`src/design/lzs_pkg.sv`:
```
// Shared types and constants for the longest zero-sum subarray block.
// No dependencies; lzs_front, lzs_back and the top level import this package.
`default_nettype none

package lzs_pkg;

	localparam int unsigned ELEM_W = 16;

	typedef struct packed {
		logic signed [ELEM_W-1:0] value;
		logic                     last_in;
	} in_item_t;

	typedef struct packed {
		logic signed [ELEM_W-1:0] element;
		logic                     last_out;
		logic                     empty_res;
		logic                     overflow;
	} result_t;

	typedef struct packed {
		in_item_t item;
		logic     drop;
	} fr_item_t;

	typedef enum logic [1:0] {
		BK_IDLE,
		BK_SCAN,
		BK_FETCH,
		BK_EMIT
	} bk_state_t;

endpackage

`default_nettype wire

```
`src/design/lzs_queue.sv`:
```
// Small first-in first-out queue between the front and back sections.
// Depends on nothing but its width and depth parameters.
`default_nettype none

module lzs_queue #(
	parameter int unsigned WIDTH = 24,
	parameter int unsigned DEPTH = 2
) (
	input  wire logic             clk,
	input  wire logic             arst_n,
	input  wire logic             wr_en,
	input  wire logic [WIDTH-1:0] wr_data,
	output logic                  full,
	input  wire logic             rd_en,
	output logic                  valid,
	output logic      [WIDTH-1:0] rd_data
);

	localparam int unsigned PW = (DEPTH > 1) ? $clog2(DEPTH) : 1;
	localparam int unsigned NW = $clog2(DEPTH + 1);

	logic [WIDTH-1:0] slot_q [DEPTH];
	logic [PW-1:0]    wr_ptr_q;
	logic [PW-1:0]    rd_ptr_q;
	logic [NW-1:0]    cnt_q;
	logic             do_wr;
	logic             do_rd;

	assign full    = (cnt_q == NW'(DEPTH));
	assign valid   = (cnt_q != '0);
	assign rd_data = slot_q[rd_ptr_q];
	assign do_wr   = wr_en && !full;
	assign do_rd   = rd_en && valid;

	always_ff @(posedge clk or negedge arst_n) begin
		if (!arst_n) begin
			wr_ptr_q <= '0;
			rd_ptr_q <= '0;
			cnt_q    <= '0;
		end else begin
			if (do_wr) begin
				wr_ptr_q <= (wr_ptr_q == PW'(DEPTH - 1)) ? '0 : wr_ptr_q + PW'(1);
			end
			if (do_rd) begin
				rd_ptr_q <= (rd_ptr_q == PW'(DEPTH - 1)) ? '0 : rd_ptr_q + PW'(1);
			end
			if (do_wr && !do_rd) begin
				cnt_q <= cnt_q + NW'(1);
			end else if (do_rd && !do_wr) begin
				cnt_q <= cnt_q - NW'(1);
			end
		end
	end

	always_ff @(posedge clk) begin
		if (do_wr) begin
			slot_q[wr_ptr_q] <= wr_data;
		end
	end

endmodule

`default_nettype wire

```
`src/design/lzs_front.sv`:
```
// Front section: accepts input words, numbers them within the sequence
// and marks those beyond capacity for dropping. Uses lzs_pkg.
`default_nettype none

module lzs_front
	import lzs_pkg::*;
#(
	parameter int unsigned MAX_ELEMENTS = 64,
	parameter int unsigned IW           = 6,
	parameter int unsigned CW           = 7
) (
	input  wire logic           clk,
	input  wire logic           arst_n,
	input  wire logic           push,
	input  wire in_item_t       item,
	input  wire logic           q_full,
	output logic                q_push,
	output fr_item_t            q_item,
	output logic      [IW-1:0]  q_idx
);

	logic [CW-1:0] cnt_q;
	logic          drop;

	assign drop          = (cnt_q == CW'(MAX_ELEMENTS));
	assign q_push        = push && !q_full;
	assign q_item.item   = item;
	assign q_item.drop   = drop;
	assign q_idx         = cnt_q[IW-1:0];

	always_ff @(posedge clk or negedge arst_n) begin
		if (!arst_n) begin
			cnt_q <= '0;
		end else if (q_push) begin
			if (item.last_in) begin
				cnt_q <= '0;
			end else if (!drop) begin
				cnt_q <= cnt_q + CW'(1);
			end
		end
	end

endmodule

`default_nettype wire

```
`src/design/lzs_back.sv`:
```
// Back section: stores elements, tracks prefix sums, searches the table of
// first occurrences and streams out the best span. Uses lzs_pkg.
`default_nettype none

module lzs_back
	import lzs_pkg::*;
#(
	parameter int unsigned MAX_ELEMENTS = 64,
	parameter int unsigned IW           = 6,
	parameter int unsigned CW           = 7
) (
	input  wire logic          clk,
	input  wire logic          arst_n,
	input  wire logic          q_valid,
	input  wire fr_item_t      q_item,
	input  wire logic [IW-1:0] q_idx,
	output logic               q_pop,
	output logic               empty,
	input  wire logic          pop,
	output result_t            result
);

	localparam int unsigned SW = ELEM_W + CW;

	bk_state_t             state_q;
	bk_state_t             state_d;

	logic signed [SW-1:0]  sum_q;
	logic signed [SW-1:0]  sum_new;
	logic [CW-1:0]         seen_cnt_q;
	logic [IW-1:0]         best_start_q;
	logic [CW-1:0]         best_len_q;
	logic                  dropped_q;
	logic [IW-1:0]         cmp_k_q;
	logic [IW-1:0]         emit_k_q;
	logic [IW-1:0]         idx_q;
	logic                  last_q;

	logic [ELEM_W-1:0]     elem_mem [MAX_ELEMENTS];
	logic [ELEM_W-1:0]     elem_rd_q;
	logic [IW-1:0]         elem_ra;

	logic [SW+IW-1:0]      seen_mem [MAX_ELEMENTS];
	logic [SW+IW-1:0]      seen_rd_q;
	logic [IW-1:0]         seen_ra;
	logic [IW-1:0]         seen_wa;
	logic [SW+IW-1:0]      seen_wd;
	logic                  seen_we;

	logic [SW-1:0]         rd_sum;
	logic [IW-1:0]         rd_first;
	logic [IW-1:0]         span_len;
	logic                  match;
	logic                  scan_last;
	logic                  take;
	logic                  store;
	logic                  emit_final;
	logic                  out_free;
	logic                  out_load;
	logic                  out_valid_q;
	result_t               out_q;

	assign sum_new    = sum_q + SW'(q_item.item.value);
	assign rd_sum     = seen_rd_q[SW+IW-1:IW];
	assign rd_first   = seen_rd_q[IW-1:0];
	assign span_len   = idx_q - rd_first;
	assign match      = (rd_sum == sum_q);
	assign scan_last  = ((CW'(cmp_k_q) + CW'(1)) == seen_cnt_q);
	assign take       = (state_q == BK_IDLE) && q_valid;
	assign store      = take && !q_item.drop;
	assign emit_final = (best_len_q == '0) || ((CW'(emit_k_q) + CW'(1)) == best_len_q);
	assign out_free   = !out_valid_q || pop;
	assign elem_ra    = best_start_q + emit_k_q;
	assign empty      = !out_valid_q;
	assign result     = out_q;

	always_comb begin
		state_d  = state_q;
		q_pop    = 1'b0;
		seen_we  = 1'b0;
		seen_wa  = '0;
		seen_wd  = {sum_new, q_idx};
		seen_ra  = '0;
		out_load = 1'b0;
		case (state_q)
			BK_IDLE: begin
				if (q_valid) begin
					q_pop = 1'b1;
					if (!q_item.drop) begin
						if (sum_new != '0 && seen_cnt_q == '0) begin
							seen_we = 1'b1;
						end
					end
					if (!q_item.drop && sum_new != '0 && seen_cnt_q != '0) begin
						state_d = BK_SCAN;
					end else if (q_item.item.last_in) begin
						state_d = BK_FETCH;
					end
				end
			end
			BK_SCAN: begin
				seen_ra = cmp_k_q + IW'(1);
				if (!match && scan_last) begin
					seen_we = 1'b1;
					seen_wa = seen_cnt_q[IW-1:0];
					seen_wd = {sum_q, idx_q};
				end
				if (match || scan_last) begin
					state_d = last_q ? BK_FETCH : BK_IDLE;
				end
			end
			BK_FETCH: begin
				state_d = BK_EMIT;
			end
			BK_EMIT: begin
				if (out_free) begin
					out_load = 1'b1;
					state_d  = emit_final ? BK_IDLE : BK_FETCH;
				end
			end
			default: begin
				state_d = BK_IDLE;
			end
		endcase
	end

	always_ff @(posedge clk or negedge arst_n) begin
		if (!arst_n) begin
			state_q      <= BK_IDLE;
			sum_q        <= '0;
			seen_cnt_q   <= '0;
			best_start_q <= '0;
			best_len_q   <= '0;
			dropped_q    <= 1'b0;
			cmp_k_q      <= '0;
			emit_k_q     <= '0;
			out_valid_q  <= 1'b0;
		end else begin
			state_q <= state_d;
			if (seen_we) begin
				seen_cnt_q <= seen_cnt_q + CW'(1);
			end
			if (take) begin
				cmp_k_q <= '0;
				if (q_item.drop) begin
					dropped_q <= 1'b1;
				end else begin
					sum_q <= sum_new;
					if (sum_new == '0 && (CW'(q_idx) + CW'(1)) > best_len_q) begin
						best_start_q <= '0;
						best_len_q   <= CW'(q_idx) + CW'(1);
					end
				end
			end
			if (state_q == BK_SCAN) begin
				if (match) begin
					if (CW'(span_len) > best_len_q) begin
						best_start_q <= rd_first + IW'(1);
						best_len_q   <= CW'(span_len);
					end
				end else if (!scan_last) begin
					cmp_k_q <= cmp_k_q + IW'(1);
				end
			end
			if (out_load) begin
				if (emit_final) begin
					emit_k_q     <= '0;
					sum_q        <= '0;
					seen_cnt_q   <= '0;
					best_start_q <= '0;
					best_len_q   <= '0;
					dropped_q    <= 1'b0;
				end else begin
					emit_k_q <= emit_k_q + IW'(1);
				end
			end
			if (out_load) begin
				out_valid_q <= 1'b1;
			end else if (pop) begin
				out_valid_q <= 1'b0;
			end
		end
	end

	always_ff @(posedge clk) begin
		if (take) begin
			idx_q  <= q_idx;
			last_q <= q_item.item.last_in;
		end
		if (out_load) begin
			out_q.element   <= (best_len_q == '0) ? '0 : elem_rd_q;
			out_q.last_out  <= emit_final;
			out_q.empty_res <= (best_len_q == '0);
			out_q.overflow  <= dropped_q;
		end
	end

	always_ff @(posedge clk) begin
		if (store) begin
			elem_mem[q_idx] <= q_item.item.value;
		end
		elem_rd_q <= elem_mem[elem_ra];
	end

	always_ff @(posedge clk) begin
		if (seen_we) begin
			seen_mem[seen_wa] <= seen_wd;
		end
		seen_rd_q <= seen_mem[seen_ra];
	end

endmodule

`default_nettype wire

```
`src/design/longest_zero_sum_subarray.sv`:
```
// Longest zero-sum subarray finder, top level.
// Instantiates lzs_front, lzs_queue and lzs_back; uses lzs_pkg.
//
// Input channel: push/full with one signed element and a last flag per word.
// Result channel: empty/pop; result holds the oldest waiting word while empty
// is low. Each sequence ends with its last-flagged element; then the block
// emits the longest zero-sum span (earliest one on a tie), one element per
// word with last_out on the final word, or a single word with empty_res set
// when no such span exists. overflow reports elements dropped past
// MAX_ELEMENTS and is the same on every word of a run.
// Per element, the new nonzero prefix sum is compared with the distinct
// nonzero prefix sums in the first-occurrence table (one read port, searched
// in order and stopping at the first hit). A two-word queue lets input keep
// arriving while the search runs.
// Emission: each result word takes an element memory read, then a load of
// the output register. When pop is held low, the output register holds its
// word, emission waits, and input backs up into the queue until full rises.
// Reset clears all control state at once; no clearing pass is needed since
// stored entries are read only after they are written.
`default_nettype none

module longest_zero_sum_subarray
	import lzs_pkg::*;
#(
	parameter int unsigned MAX_ELEMENTS = 64
) (
	input  wire logic     clk,
	input  wire logic     arst_n,
	input  wire logic     push,
	output logic          full,
	input  wire in_item_t item,
	output logic          empty,
	input  wire logic     pop,
	output result_t       result
);

	localparam int unsigned IW = $clog2(MAX_ELEMENTS);
	localparam int unsigned CW = $clog2(MAX_ELEMENTS + 1);
	localparam int unsigned QW = IW + $bits(fr_item_t);

	logic          q_push;
	logic          q_pop;
	logic          q_valid;
	fr_item_t      fr_item;
	logic [IW-1:0] fr_idx;
	fr_item_t      bk_item;
	logic [IW-1:0] bk_idx;
	logic [QW-1:0] q_rd_data;

	lzs_front #(
		.MAX_ELEMENTS(MAX_ELEMENTS),
		.IW          (IW),
		.CW          (CW)
	) u_front (
		.clk   (clk),
		.arst_n(arst_n),
		.push  (push),
		.item  (item),
		.q_full(full),
		.q_push(q_push),
		.q_item(fr_item),
		.q_idx (fr_idx)
	);

	lzs_queue #(
		.WIDTH(QW),
		.DEPTH(2)
	) u_queue (
		.clk    (clk),
		.arst_n (arst_n),
		.wr_en  (q_push),
		.wr_data({fr_idx, fr_item}),
		.full   (full),
		.rd_en  (q_pop),
		.valid  (q_valid),
		.rd_data(q_rd_data)
	);

	assign bk_idx  = q_rd_data[QW-1:$bits(fr_item_t)];
	assign bk_item = q_rd_data[$bits(fr_item_t)-1:0];

	lzs_back #(
		.MAX_ELEMENTS(MAX_ELEMENTS),
		.IW          (IW),
		.CW          (CW)
	) u_back (
		.clk    (clk),
		.arst_n (arst_n),
		.q_valid(q_valid),
		.q_item (bk_item),
		.q_idx  (bk_idx),
		.q_pop  (q_pop),
		.empty  (empty),
		.pop    (pop),
		.result (result)
	);

`ifndef ASSERT_OFF
	a_empty_res_alone : assert property (@(posedge clk) disable iff (!arst_n)
		!empty && result.empty_res |-> result.last_out && result.element == '0)
		else $error("empty result word is not a lone final word");

	a_ovf_steady : assert property (@(posedge clk) disable iff (!arst_n)
		!empty && pop && !result.last_out ##1 !empty |-> result.overflow == $past(result.overflow))
		else $error("overflow changed within a run");

	a_empty_not_mid : assert property (@(posedge clk) disable iff (!arst_n)
		!empty && pop && !result.last_out ##1 !empty |-> !result.empty_res)
		else $error("empty result word inside a run");
`endif

endmodule

`default_nettype wire
```
`config.mk`:
```
export PLATFORM = sky130hd
export DESIGN_NAME = longest_zero_sum_subarray
export DESIGN_NICKNAME = d
export VERILOG_FILES = /design/src/design/lzs_pkg.sv /design/src/design/lzs_queue.sv /design/src/design/lzs_front.sv /design/src/design/lzs_back.sv /design/src/design/longest_zero_sum_subarray.sv
export SDC_FILE = /design/constraint.sdc
export NUM_CORES = 2
export LEC_CHECK = 0
export BUFFER_PORTS_ARGS = -buffer_cell sky130_fd_sc_hd__buf_2
export CORE_MARGIN = 1
export CORE_UTILIZATION = 50
export CTS_CLUSTER_DIAMETER = 200
export CTS_CLUSTER_SIZE = 30
export DETAILED_ROUTE_END_ITERATION = 12
export HOLD_SLACK_MARGIN = 0.02
export MAX_ROUTING_LAYER = met4
export PLACE_DENSITY = 0.68
export RECOVER_POWER = 25
export SLEW_MARGIN = 40
export SYNTH_ARGS = -nofsm -noshare
export SYNTH_HDL_FRONTEND = slang
export SYNTH_SLANG_ARGS = --single-unit
```
`constraint.sdc`:
```
create_clock -name clk -period 7.2 [get_ports clk]
set_input_delay 0.72 -clock clk [delete_from_list [all_inputs] [get_ports clk]]
set_output_delay 0.72 -clock clk [all_outputs]
set_load 0.05 [all_outputs]
```
==> results.tsv <==
stage	metric	value	unit
yosys	synth warn	0	
clock_network	clk buf depth	3	
worst_hold_path	hold path startpoint	item[4]	
yosys	number of synthesized flops with an enable pin	2954	
power	internal power	27900	µW
clock_network	H-Tree Depth	3	
die	Top Ports	42	
power	Max VDD drop	0.522	mV
critical_path	Setup crit start	u_queue.rd_ptr_q	
yosys	Syn Area/Cell	16.6	µm²
layout	Post-layout nets	7253	
flow_run	max cap viols	19	
clock_network	Clk Latency, worst-skew pair	0.86	ns
global_route	initial antenna violation count	8	
critical_path	Worst EP required	7.74	ns
yosys	Top FF cell, synth	edfxtp_1	
sta	clock skew	0.0593	ns
critical_path	CP max stage delay	0.75	ns
critical_path	WP data arrival	7.13	ns
sta	RSZ-0062 raised after global routing	false	
placed_design	RePlAce Congestion	0.874	
routing	remaining antenna violation count	0	
routing	vias per cell	6.41	
yosys	Synth area leader	edfxtp_1	
yosys	sequential share of the synthesized area	76.5	%
sta	Setup TNS	0	ns
critical_path	slowest CP cell	a2111oi_2	
critical_path	reg2reg end	u_back.seen_mem[31][13]	
critical_path	Worst Reg-to-Reg Cells	13	
layout	Layout area overhead	8.06	%
run_status	failing checks	capacitance limit, slew limit	
critical_path	largest delay contributor family on the critical path	simple AND/OR/NAND/NOR gates	
yosys	Post-Synthesis Cells	7190	
sta	final hold vios	0	
routing	# DRC	0	
critical_path	startpoint types	register	
clock_network	clock-pin transition on the worst setup and hold timing paths	0.11	ns
sta	Hold Worst Slack	0.121	ns
sta	FMAX	152	MHz
critical_path	worst setup path class	reg2reg	
power	sw power	11300	µW
clock_network	setup bufs post-CTS	0	
clock_network	TritonCTS Buffers	112	
clock_network	# clock sinks	3069	
clock_network	CTS tree	yes	
die	Initial Utilization	50.3	%
critical_path	sum of buffers and inverters on the critical path	2	
global_route	number of global-route vias before repair	65162	
die	row count	179	
sta	setup slack after layout	0.618	ns
global_route	pin count of the biggest net entering global routing	148	
routing	WL/cell	29.2	µm
placed_design	post-placement setup slack	1.03	ns
global_route	GRT Residual Overflow	0	
critical_path	CP Capture Point	u_back.seen_mem[31][13]	
sta	Setup Viol. Count Final	0	
die	DIE AREA	241000	µm²
layout	layout cell share with drive strength beyond 1	11.9	%
sta	Final Max Tran Viols	1183	
placed_design	DP HPWL	178000	µm
sta	clock period minus worst slack	6.58	ns
power	Logic pwr share	24.7	%
sta	Worst-Margin Slew	4.24	ns
routing	routed wire length	304000	µm
global_route	GRT Util Overall	25.6	%
sta	final worst-path cycle share	91.4	%
clock_network	CTS Root Cell	clkbuf_16	
sta	relative slew slack	-183	%
routing	drt pass-1 iters	5	
critical_path	Cell Chain, Critical Path	clkbuf_1, mux2_1, ha_1, and2_4, nand3_1, a2111oi_2, o31a_1, a21oi_1, or4_1, or3_1, a21oi_4, nor3_2, buf_4	
die	CORE AREA	238000	µm²
die	chip height	491	µm
worst_hold_path	hold path depth	1	
global_route	first-pass GRT wire length	443000	µm
yosys	Netlist cell types	76	
critical_path	CP endpoint kind	register	
yosys	register bit total from synthesis	3069	
yosys	Syn Nets	7268	
critical_path	worst-path fanout max	21	
routing	via count	66657	
yosys	Async S/R FF share, synth	2.28	%
power	Sw Ratio	28.9	%
yosys	Cell Area, Synth	119000	µm²
power	Reg power frac	54.6	%
power	Pleak	0.0394	µW
worst_hold_path	Min-Delay Path Class	in2reg	
power	pwr dens	303	nW/µm²
critical_path	reg-to-reg setup timing slack	0.62	ns
run_status	run status	finished, violations left	
power	Clk network pwr share	20.7	%
routing	DR iter-0 viols	8291	
placed_design	IO buf count	41	
critical_path	cell count along the critical path	13	
yosys	post-synth top area share	74.3	%
die	die width	491	µm
yosys	Area contributors post-synth	edfxtp_1 74%, mux4_2 6.0%, nand2_1 3.3%	
critical_path	Crit Reg-Reg Startpoint	u_queue.rd_ptr_q	
==> per-stage QoR <==
| step | cell area (µm²) | util (%) | cells | power (µW) |
|---|---|---|---|---|
| after floorplan | 119000 | - | 7190 | 27900 |
| after global placement | 125000 | 52.4 | 10157 | 31300 |
| after detailed placement | 126000 | 53.0 | 10218 | 31500 |
| after CTS | 129000 | 54.3 | 10394 | 39300 |
| after global routing | 129000 | 54.3 | 10403 | 40300 |
| final | 129000 | 54.3 | 10403 | 39200 |
==> cells in the mapped netlist (47+ instances only) <==
library cell  count
a21oi_1         310
ha_1             54
a311oi_1        233
mux4_2          320
nor2_1          189
edfxtp_1       2954
o22ai_1         467
a31oi_1         238
dfrtp_1          70
clkbuf_1        433
inv_1            47
xnor2_1          49
nand2_1        1050
a211oi_1        235
==> metal layers <==
metal / global-route usage, % / vias up / wire (µm)
met3: 3.09 / 522 / 21900
met2: 40.6 / 3151 / 149000
met4: 11.2 / 0 / 15000
met5: - / - / 0
li1: - / 28623 / -
met1: 33.6 / 34361 / 118000
==> area by class of cell <==
type | count | area [µm²]
antenna | 4 | 10.0
fill | 18319 | 109000
clock inverter | 6 | 114
tap | 3167 | 3960
multi-input combinational | 3597 | 27000
clock buffer | 165 | 3020
sequential | 3069 | 91400
timing repair buffer | 347 | 3490
inverter | 48 | 180
==> power by group through the flow <==
stage / Sequential (µW) / Clock [µW] / Combinational (µW)
4_1_cts: 21300 / 8190 / 9790
3_3_place_gp: 21700 / 0 / 9570
6_report: 21400 / 8110 / 9690
3_5_place_dp: 21700 / 0 / 9780
5_1_grt: 21400 / 8700 / 10200
2_1_floorplan: 21900 / 0 / 6020
==> logic make-up after synthesis <==
kind of cell    Yosys count  synth area share [%]
mux                     390                  6.67
fa+ha+maj                57                 0.616
xor+xnor                 74                 0.543
compound gates         1631                  9.10
buf+inv                 524                  1.65
simple gates           1445                  4.95
flops                  3069                  76.5
==> worst reg2reg max path, stage by stage, from the launching register on <==
cell       delay [ns]
dfrtp_1          0.70
clkbuf_1         0.74
mux2_1           0.44
ha_1             0.44
and2_4           0.22
nand3_1          0.20
a2111oi_2        0.75
o31a_1           0.25
a21oi_1          0.12
or4_1            0.62
or3_1            0.59
a21oi_4          0.63
nor3_2           0.27
buf_4            0.31
==> worst min-delay path by stage <==
stage and endpoint:
3_3_place_gp u_back.result[0], 5_1_grt u_queue.slot_q[1][2], 3_5_place_dp u_back.result[0], 2_1_floorplan u_back.best_len_q[0], 6_report u_queue.slot_q[1][5], 4_1_cts u_queue.slot_q[1][5]
==> registers in the layout, summed over array words and instances (netlist names), 6 cells and up <==
signal / cells
u_back.result: 19
u_back.emit_k_q: 6
u_back.idx_q: 6
u_front.cnt_q: 7
u_back.seen_cnt_q: 7
u_back.elem_rd_q: 16
u_back.seen_mem: 1856
u_back.elem_mem: 1024
u_back.seen_rd_q: 29
u_back.cmp_k_q: 6
u_queue.slot_q: 48
u_back.best_start_q: 6
u_back.best_len_q: 7
u_back.sum_q: 23
==> repair_timing <==
item                                   4_1_cts  5_1_grt
gates resized for setup                      0        0
hold buffers                                 5        0
endpoints found under the hold margin       78        0
==> cell usage in the layout, fill, tap and decap left out, types with 41 or more instances in the layout <==
cell type	n
a31oi_1	238
clkbuf_1	128
o22ai_1	467
xnor2_1	45
a211oi_1	220
clkbuf_16	113
nor2_4	59
nor2_1	124
inv_1	46
nand3_1	41
a311oi_1	233
nand2_1	1047
ha_1	53
edfxtp_1	2954
a21oi_1	307
dfxtp_1	45
buf_4	170
dfrtp_1	70
mux4_2	320
Note: power is estimated with default switching activity, not from simulation.
